### config.mk
export PLATFORM = sky130hd
export DESIGN_NAME = page_home_node_and_offset_mapper
export DESIGN_NICKNAME = d
export VERILOG_FILES = /design/src/design/phm_pkg.sv /design/src/design/phm_div.sv /design/src/design/page_home_node_and_offset_mapper.sv
export SDC_FILE = /design/constraint.sdc
export NUM_CORES = 2
export LEC_CHECK = 0
export BUFFER_PORTS_ARGS = -buffer_cell sky130_fd_sc_hd__buf_4
export CAP_MARGIN = 20
export CORE_UTILIZATION = 30
export DETAILED_ROUTE_END_ITERATION = 8
export SLEW_MARGIN = 20
export SYNTH_ARGS = -nofsm -noshare
export SYNTH_HDL_FRONTEND = slang
export SYNTH_SLANG_ARGS = --single-unit
### constraint.sdc
create_clock -name aclk -period 12.1 [get_ports aclk]
set_input_delay 1.21 -clock aclk [delete_from_list [all_inputs] [get_ports aclk]]
set_output_delay 1.21 -clock aclk [all_outputs]
set_load 0.03 [all_outputs]
### src/design/phm_pkg.sv
// Shared constants, types and handshake structs of the page home-node mapper.
package phm_pkg;

    // Address window and fixed field widths.
    localparam int GLOBAL_BITS = 32;
    localparam int MAX_NODES   = 64;
    localparam int PAGE_BITS   = 12;
    localparam int PAGE_BYTES  = 4096;
    localparam int ADDR_W      = 48;
    localparam int NODE_W      = 6;
    localparam int NCNT_W      = 7;
    localparam int BP_W        = 17;
    localparam int NSB_W       = 33;
    localparam int LOFF_W      = 32;
    localparam int S_TDATA_W   = 48;
    localparam int M_TDATA_W   = 40;
    localparam int CFG_IDX_W   = 3;

    // Internal widths derived from the address window.
    localparam int REL_W     = GLOBAL_BITS;
    localparam int PROD_W    = REL_W + 1 + BP_W;
    localparam int OFF_W     = REL_W + 31;
    localparam int DIV_CNT_W = $clog2(REL_W + 1);

    // Largest legal block size and share size.
    localparam logic [BP_W-1:0]  BP_MAX  = 17'h10000;
    localparam logic [NSB_W-1:0] NSB_MAX = 33'h100000000;

    // Placement policies.
    localparam logic [2:0] POL_BINDALL   = 3'd0;
    localparam logic [2:0] POL_CYCLIC    = 3'd1;
    localparam logic [2:0] POL_CYC_BLK   = 3'd2;
    localparam logic [2:0] POL_SKEW      = 3'd3;
    localparam logic [2:0] POL_SKEW_BLK  = 3'd4;
    localparam logic [2:0] POL_PRIME     = 3'd5;
    localparam logic [2:0] POL_PRIME_BLK = 3'd6;

    // Configuration register indexes.
    localparam logic [CFG_IDX_W-1:0] CFG_POLICY = 3'd0;
    localparam logic [CFG_IDX_W-1:0] CFG_NODES  = 3'd1;
    localparam logic [CFG_IDX_W-1:0] CFG_BLOCK  = 3'd2;
    localparam logic [CFG_IDX_W-1:0] CFG_SHARE  = 3'd3;
    localparam logic [CFG_IDX_W-1:0] CFG_BASE   = 3'd4;

    typedef logic [REL_W-1:0]     rel_t;
    typedef logic [NSB_W-1:0]     dvs_t;
    typedef logic [PROD_W-1:0]    prod_t;
    typedef logic [OFF_W-1:0]     off_t;
    typedef logic [DIV_CNT_W-1:0] divcnt_t;

    // Request to the shared divider.
    typedef struct packed {
        logic start;
        rel_t dividend;
        dvs_t divisor;
    } div_req_t;

    // Result of the shared divider, held until the next request.
    typedef struct packed {
        logic done;
        rel_t quot;
        dvs_t rem;
    } div_rsp_t;

endpackage

### src/design/phm_div.sv
// Restoring bit-serial divider, one quotient bit per cycle.
module phm_div (
    input  logic              aclk,
    input  logic              aresetn,
    input  phm_pkg::div_req_t req,
    output phm_pkg::div_rsp_t rsp
);

    logic                 busy_reg, busy_next;
    logic                 done_reg, done_next;
    phm_pkg::divcnt_t     cnt_reg, cnt_next;
    phm_pkg::rel_t        dvd_reg, dvd_next;
    phm_pkg::dvs_t        rem_reg, rem_next;
    phm_pkg::dvs_t        dvs_reg, dvs_next;
    logic [phm_pkg::NSB_W:0] trial;
    logic [phm_pkg::NSB_W:0] diff;
    logic                 fits;

    // One trial subtraction of the shifted partial remainder.
    assign trial = {rem_reg, dvd_reg[phm_pkg::REL_W-1]};
    assign diff  = trial - {1'b0, dvs_reg};
    assign fits  = trial >= {1'b0, dvs_reg};

    // Next-state logic: load on a request, otherwise shift one bit.
    always_comb begin
        busy_next = busy_reg;
        done_next = 1'b0;
        cnt_next  = cnt_reg;
        dvd_next  = dvd_reg;
        rem_next  = rem_reg;
        dvs_next  = dvs_reg;
        if (req.start) begin
            busy_next = 1'b1;
            cnt_next  = phm_pkg::divcnt_t'(phm_pkg::REL_W);
            dvd_next  = req.dividend;
            rem_next  = '0;
            dvs_next  = req.divisor;
        end else if (busy_reg) begin
            rem_next = fits ? diff[phm_pkg::NSB_W-1:0] : trial[phm_pkg::NSB_W-1:0];
            dvd_next = {dvd_reg[phm_pkg::REL_W-2:0], fits};
            cnt_next = cnt_reg - phm_pkg::divcnt_t'(1);
            if (cnt_reg == phm_pkg::divcnt_t'(1)) begin
                busy_next = 1'b0;
                done_next = 1'b1;
            end
        end
    end

    // Control state.
    always_ff @(posedge aclk) begin
        if (!aresetn) begin
            busy_reg <= 1'b0;
            done_reg <= 1'b0;
        end else begin
            busy_reg <= busy_next;
            done_reg <= done_next;
        end
    end

    // Datapath registers.
    always_ff @(posedge aclk) begin
        cnt_reg <= cnt_next;
        dvd_reg <= dvd_next;
        rem_reg <= rem_next;
        dvs_reg <= dvs_next;
    end

    assign rsp.done = done_reg;
    assign rsp.quot = dvd_reg;
    assign rsp.rem  = rem_reg;

endmodule

### src/design/page_home_node_and_offset_mapper.sv
// Page home-node and local-offset mapper: sequencer, configuration and output stage.
//
//   Channel  | Direction | Handshake            | Contents
//   s_       | in        | s_tvalid / s_tready  | tdata: address
//   m_       | out       | m_tvalid / m_tready  | tdata: home_node, share offset; tuser: range_error
//   cfg_     | in        | cfg_valid / cfg_ready| cfg_index, cfg_data
//
// Every quotient and remainder comes from one shared bit-serial divider. An item needs
// two divisions for bind-all and cyclic policies, four for skew and up to seven for the
// prime policies. Items are handled one at a time; the next is accepted as soon as the
// previous result sits in the output register. Reset is synchronous and needs no
// clearing pass. Configuration writes are always taken.
module page_home_node_and_offset_mapper (
    input  logic                            aclk,
    input  logic                            aresetn,
    input  logic                            s_tvalid,
    output logic                            s_tready,
    input  logic [phm_pkg::S_TDATA_W-1:0]   s_tdata,   // [47:0] address
    output logic                            m_tvalid,
    input  logic                            m_tready,
    output logic [phm_pkg::M_TDATA_W-1:0]   m_tdata,   // [5:0] home_node, [37:6] share offset
    output logic [0:0]                      m_tuser,   // [0] range_error
    input  logic                            cfg_valid,
    output logic                            cfg_ready,
    input  logic [phm_pkg::CFG_IDX_W-1:0]   cfg_index,
    input  logic [phm_pkg::ADDR_W-1:0]      cfg_data
);

    // Sequencer states.
    localparam logic [4:0] ST_IDLE  = 5'd0;
    localparam logic [4:0] ST_CHECK = 5'd1;
    localparam logic [4:0] ST_BLK   = 5'd2;
    localparam logic [4:0] ST_HOME0 = 5'd3;
    localparam logic [4:0] ST_DN    = 5'd4;
    localparam logic [4:0] ST_SK1   = 5'd5;
    localparam logic [4:0] ST_SK2   = 5'd6;
    localparam logic [4:0] ST_PM    = 5'd7;
    localparam logic [4:0] ST_PN    = 5'd8;
    localparam logic [4:0] ST_PH    = 5'd9;
    localparam logic [4:0] ST_KCHK  = 5'd10;
    localparam logic [4:0] ST_K     = 5'd11;
    localparam logic [4:0] ST_KD    = 5'd12;
    localparam logic [4:0] ST_STOP  = 5'd13;
    localparam logic [4:0] ST_SPIS  = 5'd14;
    localparam logic [4:0] ST_SP    = 5'd15;
    localparam logic [4:0] ST_SN    = 5'd16;
    localparam logic [4:0] ST_MUL   = 5'd17;
    localparam logic [4:0] ST_SUM   = 5'd18;
    localparam logic [4:0] ST_FIN   = 5'd19;

    logic [4:0]                      state_reg, state_next;
    logic [2:0]                      policy_reg;
    logic [phm_pkg::NCNT_W-1:0]      ncnt_reg;
    logic [phm_pkg::BP_W-1:0]        bp_reg;
    logic [phm_pkg::NSB_W-1:0]       nsb_reg;
    logic [phm_pkg::ADDR_W-1:0]      base_reg;

    logic [phm_pkg::ADDR_W-1:0]      addr_reg, addr_next;
    phm_pkg::rel_t                   rel_reg, rel_next;
    logic                            first_reg, first_next;
    phm_pkg::rel_t                   blk_reg, blk_next;
    logic [phm_pkg::BP_W-1:0]        inb_reg, inb_next;
    phm_pkg::rel_t                   qn_reg, qn_next;
    phm_pkg::rel_t                   cnt_reg, cnt_next;
    phm_pkg::rel_t                   qb_reg, qb_next;
    logic [6:0]                      r_reg, r_next;
    phm_pkg::rel_t                   hb_reg, hb_next;
    logic [phm_pkg::NODE_W-1:0]      home_reg, home_next;
    phm_pkg::rel_t                   kt_reg;
    phm_pkg::rel_t                   kq_reg, kq_next;
    logic [5:0]                      kr_reg, kr_next;
    phm_pkg::rel_t                   stop_reg, stop_next;
    phm_pkg::prod_t                  prod_reg, prod_next;
    phm_pkg::off_t                   off_reg, off_next;
    logic                            err_reg, err_next;

    logic                            m_valid_reg, m_valid_next;
    logic [phm_pkg::NODE_W-1:0]      m_home_reg, m_home_next;
    logic [phm_pkg::LOFF_W-1:0]      m_off_reg, m_off_next;
    logic                            m_err_reg, m_err_next;

    phm_pkg::div_req_t               div_req;
    phm_pkg::div_rsp_t               div_rsp;

    logic [phm_pkg::ADDR_W-1:0]      rel48;
    logic                            cfg_ok;
    logic                            blk_pol;
    logic [phm_pkg::BP_W-1:0]        bp_eff;
    logic [phm_pkg::REL_W-13:0]      page_c;
    logic [phm_pkg::REL_W-13:0]      lp_c;
    logic [8:0]                      tri_n;
    logic [7:0]                      pm_c;
    logic [7:0]                      d_c;
    phm_pkg::rel_t                   n_w;
    phm_pkg::rel_t                   pm_w;
    logic [phm_pkg::REL_W:0]         mval;

    // Shared divider.
    phm_div u_div (
        .aclk    (aclk),
        .aresetn (aresetn),
        .req     (div_req),
        .rsp     (div_rsp)
    );

    // Quantities derived from the configuration and the current address.
    assign rel48   = addr_reg - base_reg;
    assign cfg_ok  = (policy_reg <= phm_pkg::POL_PRIME_BLK) && (ncnt_reg != '0) &&
                     (ncnt_reg <= phm_pkg::NCNT_W'(phm_pkg::MAX_NODES)) &&
                     (bp_reg != '0) && (bp_reg <= phm_pkg::BP_MAX) &&
                     (nsb_reg != '0) && (nsb_reg <= phm_pkg::NSB_MAX);
    assign blk_pol = (policy_reg == phm_pkg::POL_CYC_BLK) ||
                     (policy_reg == phm_pkg::POL_SKEW_BLK) ||
                     (policy_reg == phm_pkg::POL_PRIME_BLK);
    assign bp_eff  = blk_pol ? bp_reg : phm_pkg::BP_W'(1);
    assign page_c  = rel48[phm_pkg::REL_W-1:phm_pkg::PAGE_BITS];
    assign lp_c    = (page_c != '0) ? page_c - 1'b1 : '0;
    assign tri_n   = {2'b00, ncnt_reg} + {1'b0, ncnt_reg, 1'b0};
    assign pm_c    = tri_n[8:1];
    assign d_c     = pm_c - {1'b0, ncnt_reg};
    assign n_w     = phm_pkg::rel_t'(ncnt_reg);
    assign pm_w    = phm_pkg::rel_t'(pm_c);
    assign mval    = {1'b0, qn_reg} + {1'b0, cnt_reg};

    // Sequencer: each waiting state ends on the divider's done pulse.
    always_comb begin
        state_next   = state_reg;
        addr_next    = addr_reg;
        rel_next     = rel_reg;
        first_next   = first_reg;
        blk_next     = blk_reg;
        inb_next     = inb_reg;
        qn_next      = qn_reg;
        cnt_next     = cnt_reg;
        qb_next      = qb_reg;
        r_next       = r_reg;
        hb_next      = hb_reg;
        home_next    = home_reg;
        kq_next      = kq_reg;
        kr_next      = kr_reg;
        stop_next    = stop_reg;
        prod_next    = prod_reg;
        off_next     = off_reg;
        err_next     = err_reg;
        m_valid_next = m_valid_reg;
        m_home_next  = m_home_reg;
        m_off_next   = m_off_reg;
        m_err_next   = m_err_reg;
        div_req      = '0;

        if (m_valid_reg && m_tready) begin
            m_valid_next = 1'b0;
        end

        case (state_reg)
            ST_IDLE: begin
                if (s_tvalid) begin
                    addr_next  = s_tdata;
                    state_next = ST_CHECK;
                end
            end
            ST_CHECK: begin
                cnt_next  = '0;
                home_next = '0;
                if (!cfg_ok || (addr_reg < base_reg) ||
                    ((rel48 >> phm_pkg::GLOBAL_BITS) != '0)) begin
                    err_next   = 1'b1;
                    state_next = ST_FIN;
                end else begin
                    err_next         = 1'b0;
                    rel_next         = rel48[phm_pkg::REL_W-1:0];
                    first_next       = page_c != '0;
                    div_req.start    = 1'b1;
                    div_req.dividend = phm_pkg::rel_t'(lp_c);
                    div_req.divisor  = phm_pkg::dvs_t'(bp_eff);
                    state_next       = ST_BLK;
                end
            end
            ST_BLK: begin
                if (div_rsp.done) begin
                    blk_next      = div_rsp.quot;
                    inb_next      = div_rsp.rem[phm_pkg::BP_W-1:0];
                    div_req.start = 1'b1;
                    case (policy_reg)
                        phm_pkg::POL_BINDALL: begin
                            div_req.dividend = rel_reg;
                            div_req.divisor  = nsb_reg;
                            state_next       = ST_HOME0;
                        end
                        phm_pkg::POL_PRIME, phm_pkg::POL_PRIME_BLK: begin
                            div_req.dividend = div_rsp.quot;
                            div_req.divisor  = phm_pkg::dvs_t'(pm_c);
                            state_next       = ST_PM;
                        end
                        default: begin
                            div_req.dividend = div_rsp.quot;
                            div_req.divisor  = phm_pkg::dvs_t'(ncnt_reg);
                            state_next       = ST_DN;
                        end
                    endcase
                end
            end
            ST_HOME0: begin
                if (div_rsp.done) begin
                    if (div_rsp.quot >= n_w) begin
                        err_next = 1'b1;
                    end else begin
                        home_next = div_rsp.quot[phm_pkg::NODE_W-1:0];
                        off_next  = phm_pkg::off_t'(div_rsp.rem);
                    end
                    state_next = ST_FIN;
                end
            end
            ST_DN: begin
                if (div_rsp.done) begin
                    qn_next = div_rsp.quot;
                    if ((policy_reg == phm_pkg::POL_SKEW) ||
                        (policy_reg == phm_pkg::POL_SKEW_BLK)) begin
                        hb_next          = first_reg ? blk_reg : n_w - 1'b1;
                        div_req.start    = 1'b1;
                        div_req.dividend = first_reg ? blk_reg : n_w - 1'b1;
                        div_req.divisor  = phm_pkg::dvs_t'(ncnt_reg);
                        state_next       = ST_SK1;
                    end else begin
                        home_next  = div_rsp.rem[phm_pkg::NODE_W-1:0];
                        state_next = ST_MUL;
                    end
                end
            end
            ST_SK1: begin
                if (div_rsp.done) begin
                    div_req.start    = 1'b1;
                    div_req.dividend = hb_reg + div_rsp.quot + 1'b1;
                    div_req.divisor  = phm_pkg::dvs_t'(ncnt_reg);
                    state_next       = ST_SK2;
                end
            end
            ST_SK2: begin
                if (div_rsp.done) begin
                    home_next  = div_rsp.rem[phm_pkg::NODE_W-1:0];
                    state_next = ST_MUL;
                end
            end
            ST_PM: begin
                if (div_rsp.done) begin
                    qb_next          = div_rsp.quot;
                    r_next           = div_rsp.rem[6:0];
                    div_req.start    = 1'b1;
                    div_req.dividend = blk_reg;
                    div_req.divisor  = phm_pkg::dvs_t'(ncnt_reg);
                    state_next       = ST_PN;
                end
            end
            ST_PN: begin
                if (div_rsp.done) begin
                    qn_next = div_rsp.quot;
                    if (r_reg >= ncnt_reg) begin
                        // Blocks in the extra columns of the prime pattern.
                        div_req.start    = 1'b1;
                        div_req.dividend = kt_reg + phm_pkg::rel_t'(r_reg) - n_w;
                        div_req.divisor  = phm_pkg::dvs_t'(ncnt_reg);
                        state_next       = ST_PH;
                    end else begin
                        home_next = r_reg[phm_pkg::NODE_W-1:0];
                        if (first_reg && (blk_reg >= n_w)) begin
                            state_next = ST_KCHK;
                        end else begin
                            state_next = ST_MUL;
                        end
                    end
                end
            end
            ST_PH: begin
                if (div_rsp.done) begin
                    home_next  = div_rsp.rem[phm_pkg::NODE_W-1:0];
                    state_next = ST_MUL;
                end
            end
            ST_KCHK: begin
                // Find the nearest earlier block of this node with a known offset.
                if ((d_c != '0) && (kt_reg > phm_pkg::rel_t'(home_reg))) begin
                    div_req.start    = 1'b1;
                    div_req.dividend = kt_reg - 1'b1 - phm_pkg::rel_t'(home_reg);
                    div_req.divisor  = phm_pkg::dvs_t'(ncnt_reg);
                    state_next       = ST_K;
                end else begin
                    stop_next  = phm_pkg::rel_t'(home_reg);
                    state_next = ST_SPIS;
                end
            end
            ST_K: begin
                if (div_rsp.done) begin
                    div_req.start    = 1'b1;
                    div_req.dividend = kt_reg - 1'b1 - phm_pkg::rel_t'(div_rsp.rem);
                    div_req.divisor  = phm_pkg::dvs_t'(d_c);
                    state_next       = ST_KD;
                end
            end
            ST_KD: begin
                if (div_rsp.done) begin
                    kq_next    = div_rsp.quot;
                    kr_next    = div_rsp.rem[5:0];
                    state_next = ST_STOP;
                end
            end
            ST_STOP: begin
                stop_next  = phm_pkg::rel_t'(kq_reg * pm_w) + n_w + phm_pkg::rel_t'(kr_reg);
                state_next = ST_SPIS;
            end
            ST_SPIS: begin
                div_req.start    = 1'b1;
                div_req.dividend = stop_reg - phm_pkg::rel_t'(home_reg);
                div_req.divisor  = phm_pkg::dvs_t'(pm_c);
                state_next       = ST_SP;
            end
            ST_SP: begin
                if (div_rsp.done) begin
                    cnt_next         = qb_reg - div_rsp.quot;
                    div_req.start    = 1'b1;
                    div_req.dividend = stop_reg;
                    div_req.divisor  = phm_pkg::dvs_t'(ncnt_reg);
                    state_next       = ST_SN;
                end
            end
            ST_SN: begin
                if (div_rsp.done) begin
                    qn_next    = div_rsp.quot;
                    state_next = ST_MUL;
                end
            end
            ST_MUL: begin
                prod_next  = phm_pkg::prod_t'(mval) * phm_pkg::prod_t'(bp_eff);
                state_next = ST_SUM;
            end
            ST_SUM: begin
                off_next = phm_pkg::off_t'({prod_reg, {phm_pkg::PAGE_BITS{1'b0}}}) +
                           phm_pkg::off_t'({inb_reg, {phm_pkg::PAGE_BITS{1'b0}}}) +
                           ((first_reg && (home_reg == '0)) ?
                               phm_pkg::off_t'(phm_pkg::PAGE_BYTES) : '0) +
                           phm_pkg::off_t'(rel_reg[phm_pkg::PAGE_BITS-1:0]);
                state_next = ST_FIN;
            end
            ST_FIN: begin
                // Hand the result over once the output register is free.
                if (!m_valid_reg || m_tready) begin
                    m_valid_next = 1'b1;
                    if (err_reg || (off_reg >= phm_pkg::off_t'(nsb_reg))) begin
                        m_err_next  = 1'b1;
                        m_home_next = '0;
                        m_off_next  = '0;
                    end else begin
                        m_err_next  = 1'b0;
                        m_home_next = home_reg;
                        m_off_next  = off_reg[phm_pkg::LOFF_W-1:0];
                    end
                    state_next = ST_IDLE;
                end
            end
            default: begin
                state_next = ST_IDLE;
            end
        endcase
    end

    // Control state and configuration registers.
    always_ff @(posedge aclk) begin
        if (!aresetn) begin
            state_reg   <= ST_IDLE;
            m_valid_reg <= 1'b0;
            policy_reg  <= phm_pkg::POL_BINDALL;
            ncnt_reg    <= phm_pkg::NCNT_W'(1);
            bp_reg      <= phm_pkg::BP_W'(1);
            nsb_reg     <= phm_pkg::NSB_MAX;
            base_reg    <= '0;
        end else begin
            state_reg   <= state_next;
            m_valid_reg <= m_valid_next;
            if (cfg_valid) begin
                case (cfg_index)
                    phm_pkg::CFG_POLICY: policy_reg <= cfg_data[2:0];
                    phm_pkg::CFG_NODES:  ncnt_reg   <= cfg_data[phm_pkg::NCNT_W-1:0];
                    phm_pkg::CFG_BLOCK:  bp_reg     <= cfg_data[phm_pkg::BP_W-1:0];
                    phm_pkg::CFG_SHARE:  nsb_reg    <= cfg_data[phm_pkg::NSB_W-1:0];
                    phm_pkg::CFG_BASE:   base_reg   <= cfg_data;
                    default: ;
                endcase
            end
        end
    end

    // Datapath registers.
    always_ff @(posedge aclk) begin
        addr_reg   <= addr_next;
        rel_reg    <= rel_next;
        first_reg  <= first_next;
        blk_reg    <= blk_next;
        inb_reg    <= inb_next;
        qn_reg     <= qn_next;
        cnt_reg    <= cnt_next;
        qb_reg     <= qb_next;
        r_reg      <= r_next;
        hb_reg     <= hb_next;
        home_reg   <= home_next;
        kt_reg     <= phm_pkg::rel_t'(qb_reg * d_c);
        kq_reg     <= kq_next;
        kr_reg     <= kr_next;
        stop_reg   <= stop_next;
        prod_reg   <= prod_next;
        off_reg    <= off_next;
        err_reg    <= err_next;
        m_home_reg <= m_home_next;
        m_off_reg  <= m_off_next;
        m_err_reg  <= m_err_next;
    end

    // Port drive.
    assign s_tready  = state_reg == ST_IDLE;
    assign cfg_ready = 1'b1;
    assign m_tvalid  = m_valid_reg;
    assign m_tdata   = {2'b00, m_off_reg, m_home_reg};
    assign m_tuser   = m_err_reg;

    // An error result carries zero fields.
    assert property (@(posedge aclk) disable iff (!aresetn)
        (m_tvalid && m_tuser[0]) |-> (m_tdata == '0))
        else $error("error result with non-zero fields");

    // A good result names a node below the configured node count.
    assert property (@(posedge aclk) disable iff (!aresetn)
        (m_tvalid && !m_tuser[0]) |-> (m_tdata[phm_pkg::NODE_W-1:0] < ncnt_reg))
        else $error("home node beyond node count");

    // An accepted transaction closes the input until its result is staged.
    assert property (@(posedge aclk) disable iff (!aresetn)
        (s_tvalid && s_tready) |=> !s_tready)
        else $error("input accepted while an item is in progress");

    // The divider only finishes while the sequencer waits for it.
    assert property (@(posedge aclk) disable iff (!aresetn)
        div_rsp.done |-> ((state_reg == ST_BLK) || (state_reg == ST_HOME0) ||
                          (state_reg == ST_DN) || (state_reg == ST_SK1) ||
                          (state_reg == ST_SK2) || (state_reg == ST_PM) ||
                          (state_reg == ST_PN) || (state_reg == ST_PH) ||
                          (state_reg == ST_K) || (state_reg == ST_KD) ||
                          (state_reg == ST_SP) || (state_reg == ST_SN)))
        else $error("divider result arrived outside a waiting state");

endmodule

==> summary.txt <==
Pwr
  • Comb power frac: 52.2%
  • Peak supply drop: 0.1064 mV
  • Static leakage: 0.03781 µW
  • Pwr dens: 147.9 nW/µm²
  • P_int: 7172 µW
  • Sequential share of power: 24.9%
  • P_sw: 5891 µW
  • Switching share of power: 45.09%
  • Clock Power Share: 22.9%

Yosys
  • Yosys warning count: 0
  • Post-synth top area share: 21.14%
  • Top cell type by total area after synthesis: edfxtp_1
  • Synth cell types: 104
  • Gate Count Post-Synth: 8768
  • Leading register cell type out of synthesis: edfxtp_1
  • Synth top area cells: edfxtp_1, fa_1, ha_1
  • Register area share after synthesis: 25.86%
  • Post-synth EDFFs: 559
  • FF+latch count, synth: 746
  • Post-synth ARST share: 0%
  • Mapped cell area: 79390 µm²
  • Avg Cell Area, Syn: 9.055 µm²

Floorplanning
  • Core Area: 262700 µm²
  • Initial Utilization: 30.22%
  • Row count: 188
  • Die H: 516.4 µm
  • Die X: 516.4 µm
  • Die Area: 266700 µm²
  • # IOs: 148

Timing
  • Measured slew at the worst slew-check pin: 1.180 ns
  • Max_slew headroom: 21.34%
  • Clock skew: 0.04840 ns
  • Max-slew violations: 0
  • Crit share post-route: 81.64%
  • Fin Hold WS: 0.4604 ns
  • Final setup viols: 0
  • Fin. Hold Viols: 0
  • Final min period: 9.878 ns
  • Setup TNS: 0 ns
  • Fmax: 0.1012 GHz
  • Unrepaired setup endpoints after global routing: false

Critical path
  • Arr. time, crit path: 10.36 ns
  • Largest stage delay, worst path: 0.55 ns
  • Critical path peak fanout: 17
  • CP Class: reg -> reg
  • Cell at the slowest stage of the critical path: fa_1
  • Critical Path Sink Type: flip-flop
  • R2R Path Start: qn_reg[1]
  • Startpoint Class: flip-flop
  • Worst Path Required: 12.58 ns
  • Crit. Startpoint: qn_reg[1]

Finish
  • Non-filler cells, final: 12450
  • Core Util, Final: 33.62%
  • Max reg flops: 63
  • Most frequent cells in the layout: nand2_1, inv_1, fa_1
  • Commonest non-fill, non-tap cell in the layout: nand2_1
  • Post-layout instance area: 88330 µm²
  • Final #Nets: 10390
  • Ratio of cells with drive above 1 in the final layout: 6.715%
  • Area grow syn2layout: 11.25%

Run status
  • Outcome: finished with violations
  • Failing checks: DRC

CTS
  • # clock sinks: 746
  • Root Driver: clkbuf_16
  • TritonCTS Buffers: 90
  • Cts hold-fix bufs: 0
  • H-tree Lvls: 3
  • Setup Fix Bufs, Post-CTS: 0
  • CTS tree: yes
  • CTS Buffer Depth: 3
  • Clock latency on the worst-skew pair: 0.75 ns
  • Clk slew on worst S/H paths: 0.06 ns
  • Post-CTS sizing: 0

Min path
  • Type of the worst min-delay path: reg -> reg
  • Hold Path Origin: base_reg[38]

Placed design
  • Cells after DPL: 12250
  • Routability Congestion: 0.9635
  • HPWL after DPL: 241800 µm
  • Post-DP Area: 84970 µm²
  • Input/output buffers: 144

Detailed routing
  • WL/cell: 24.23 µm
  • Vias per inst: 5.324
  • Via count: 66260
  • DRC Markers: 38
  • DRT Wirelength: 301600 µm
  • DR pass1 iterations: 9
  • Detailed Route Iter0 Violations: 7150
  • Detail Route Antenna Nets: 0

Flow run
  • Maxcap violations: 0

Global route
  • Initial antenna violation count: 48
  • Overall Global Routing Usage: 22.30%
  • First-pass GRT wire length: 439000 µm
  • Maximum number of pins on one net before global-route repair: 96
  • Gr ovfl total: 0
  • Vias in the first global route: 64820
==> Yosys cell counts, types with 18 or more instances <==
cell and number:
fa_1 803, and4_1 18, mux2_2 21, and2_1 304, o31ai_1 19, dfxtp_1 187, a211oi_1 73, clkbuf_1 308
a21oi_1 388, nor3_1 138, a31oi_1 53, a221oi_1 26, o211ai_1 54, edfxtp_1 559, nor4_1 68, ha_1 653
o21bai_1 57, a222oi_1 25, mux2i_1 18, nand2_1 1242, nor2b_1 94, or3_1 51, nand2b_1 107, inv_1 1215
and3_1 66, a21o_1 157, a221o_1 19, nand3_1 129, a21boi_0 124, xor2_1 177, o21a_1 51, or2_2 24
o21ai_0 279, nor2_1 562, a31o_2 19, xnor2_1 300, a311oi_1 20, nand4_1 73
==> area by class of cell <==
cell class / count / area, µm²
clock buffers: 117 / 2530
well taps: 3515 / 4398
clock inverters: 52 / 691.9
multi-input cells: 6472 / 53260
diodes: 27 / 67.56
repair buffers: 301 / 2280
flip-flops and latches: 746 / 20530
fillers: 27090 / 174400
inverters: 1217 / 4571
==> power groups by stage <==
stage          Sequential (µW)  Clock, µW  Combinational, µW
6_report                  3260       2990               6820
5_1_grt                   3260       3120               7440
4_1_cts                   3250       3030               6720
3_5_place_dp              3300          0               6670
3_3_place_gp              3300          0               6610
2_1_floorplan             3170          0               4580
==> metal layers <==
layer  vias to the layer above  part of all wire (%)  GRT usage (%)
met2                      3042                    44          34.94
met3                       583                   8.0          3.877
li1                      29430                     -              -
met4                        24                   4.5          9.109
met5                         -                  0.11         0.5227
met1                     33180                    43          30.20
==> path summary, 6_finish.rpt <==
| path | endpoint | slack [ns] | cells after the start |
|---|---|---|---|
| min reg2reg | base_reg[38] | 0.46 | 2 |
| max | prod_reg[47] | 2.22 | 37 |
| min | base_reg[38] | 0.46 | 2 |
| max reg2reg | prod_reg[47] | 2.22 | 37 |
==> cell families after synthesis <==
family                     share of synthesized area (%)
muxes                                             0.5531
AOI/OAI and AO/OA                                  12.93
buffers and inverters                              7.405
DFF                                                25.86
xor gates and xnor gates                           5.262
and+or+nand+nor                                    17.45
adders and majority gates                          30.54
other                                           0.009459
==> worst max-delay path, delay by kind of cell, from the launching register on <==
family,cells,cell delay [ns]
AND/OR/NAND/NOR,2,0.24
XOR/XNOR,2,0.22
AO/OA/AOI/OAI,18,4.66
buffers and inverters,7,0.62
flip-flops,1,0.39
adder cells (fa/ha/maj),8,3.50
==> through the flow <==
step                      worst slack, ns  total power, µW
after floorplan                     3.050             7755
after global placement              1.976             9913
after detailed placement            1.935             9978
after CTS                           1.898            13010
after global routing                1.487            13820
final                               2.222            13060
No activity file was read; power rests on OpenSTA's default activity.
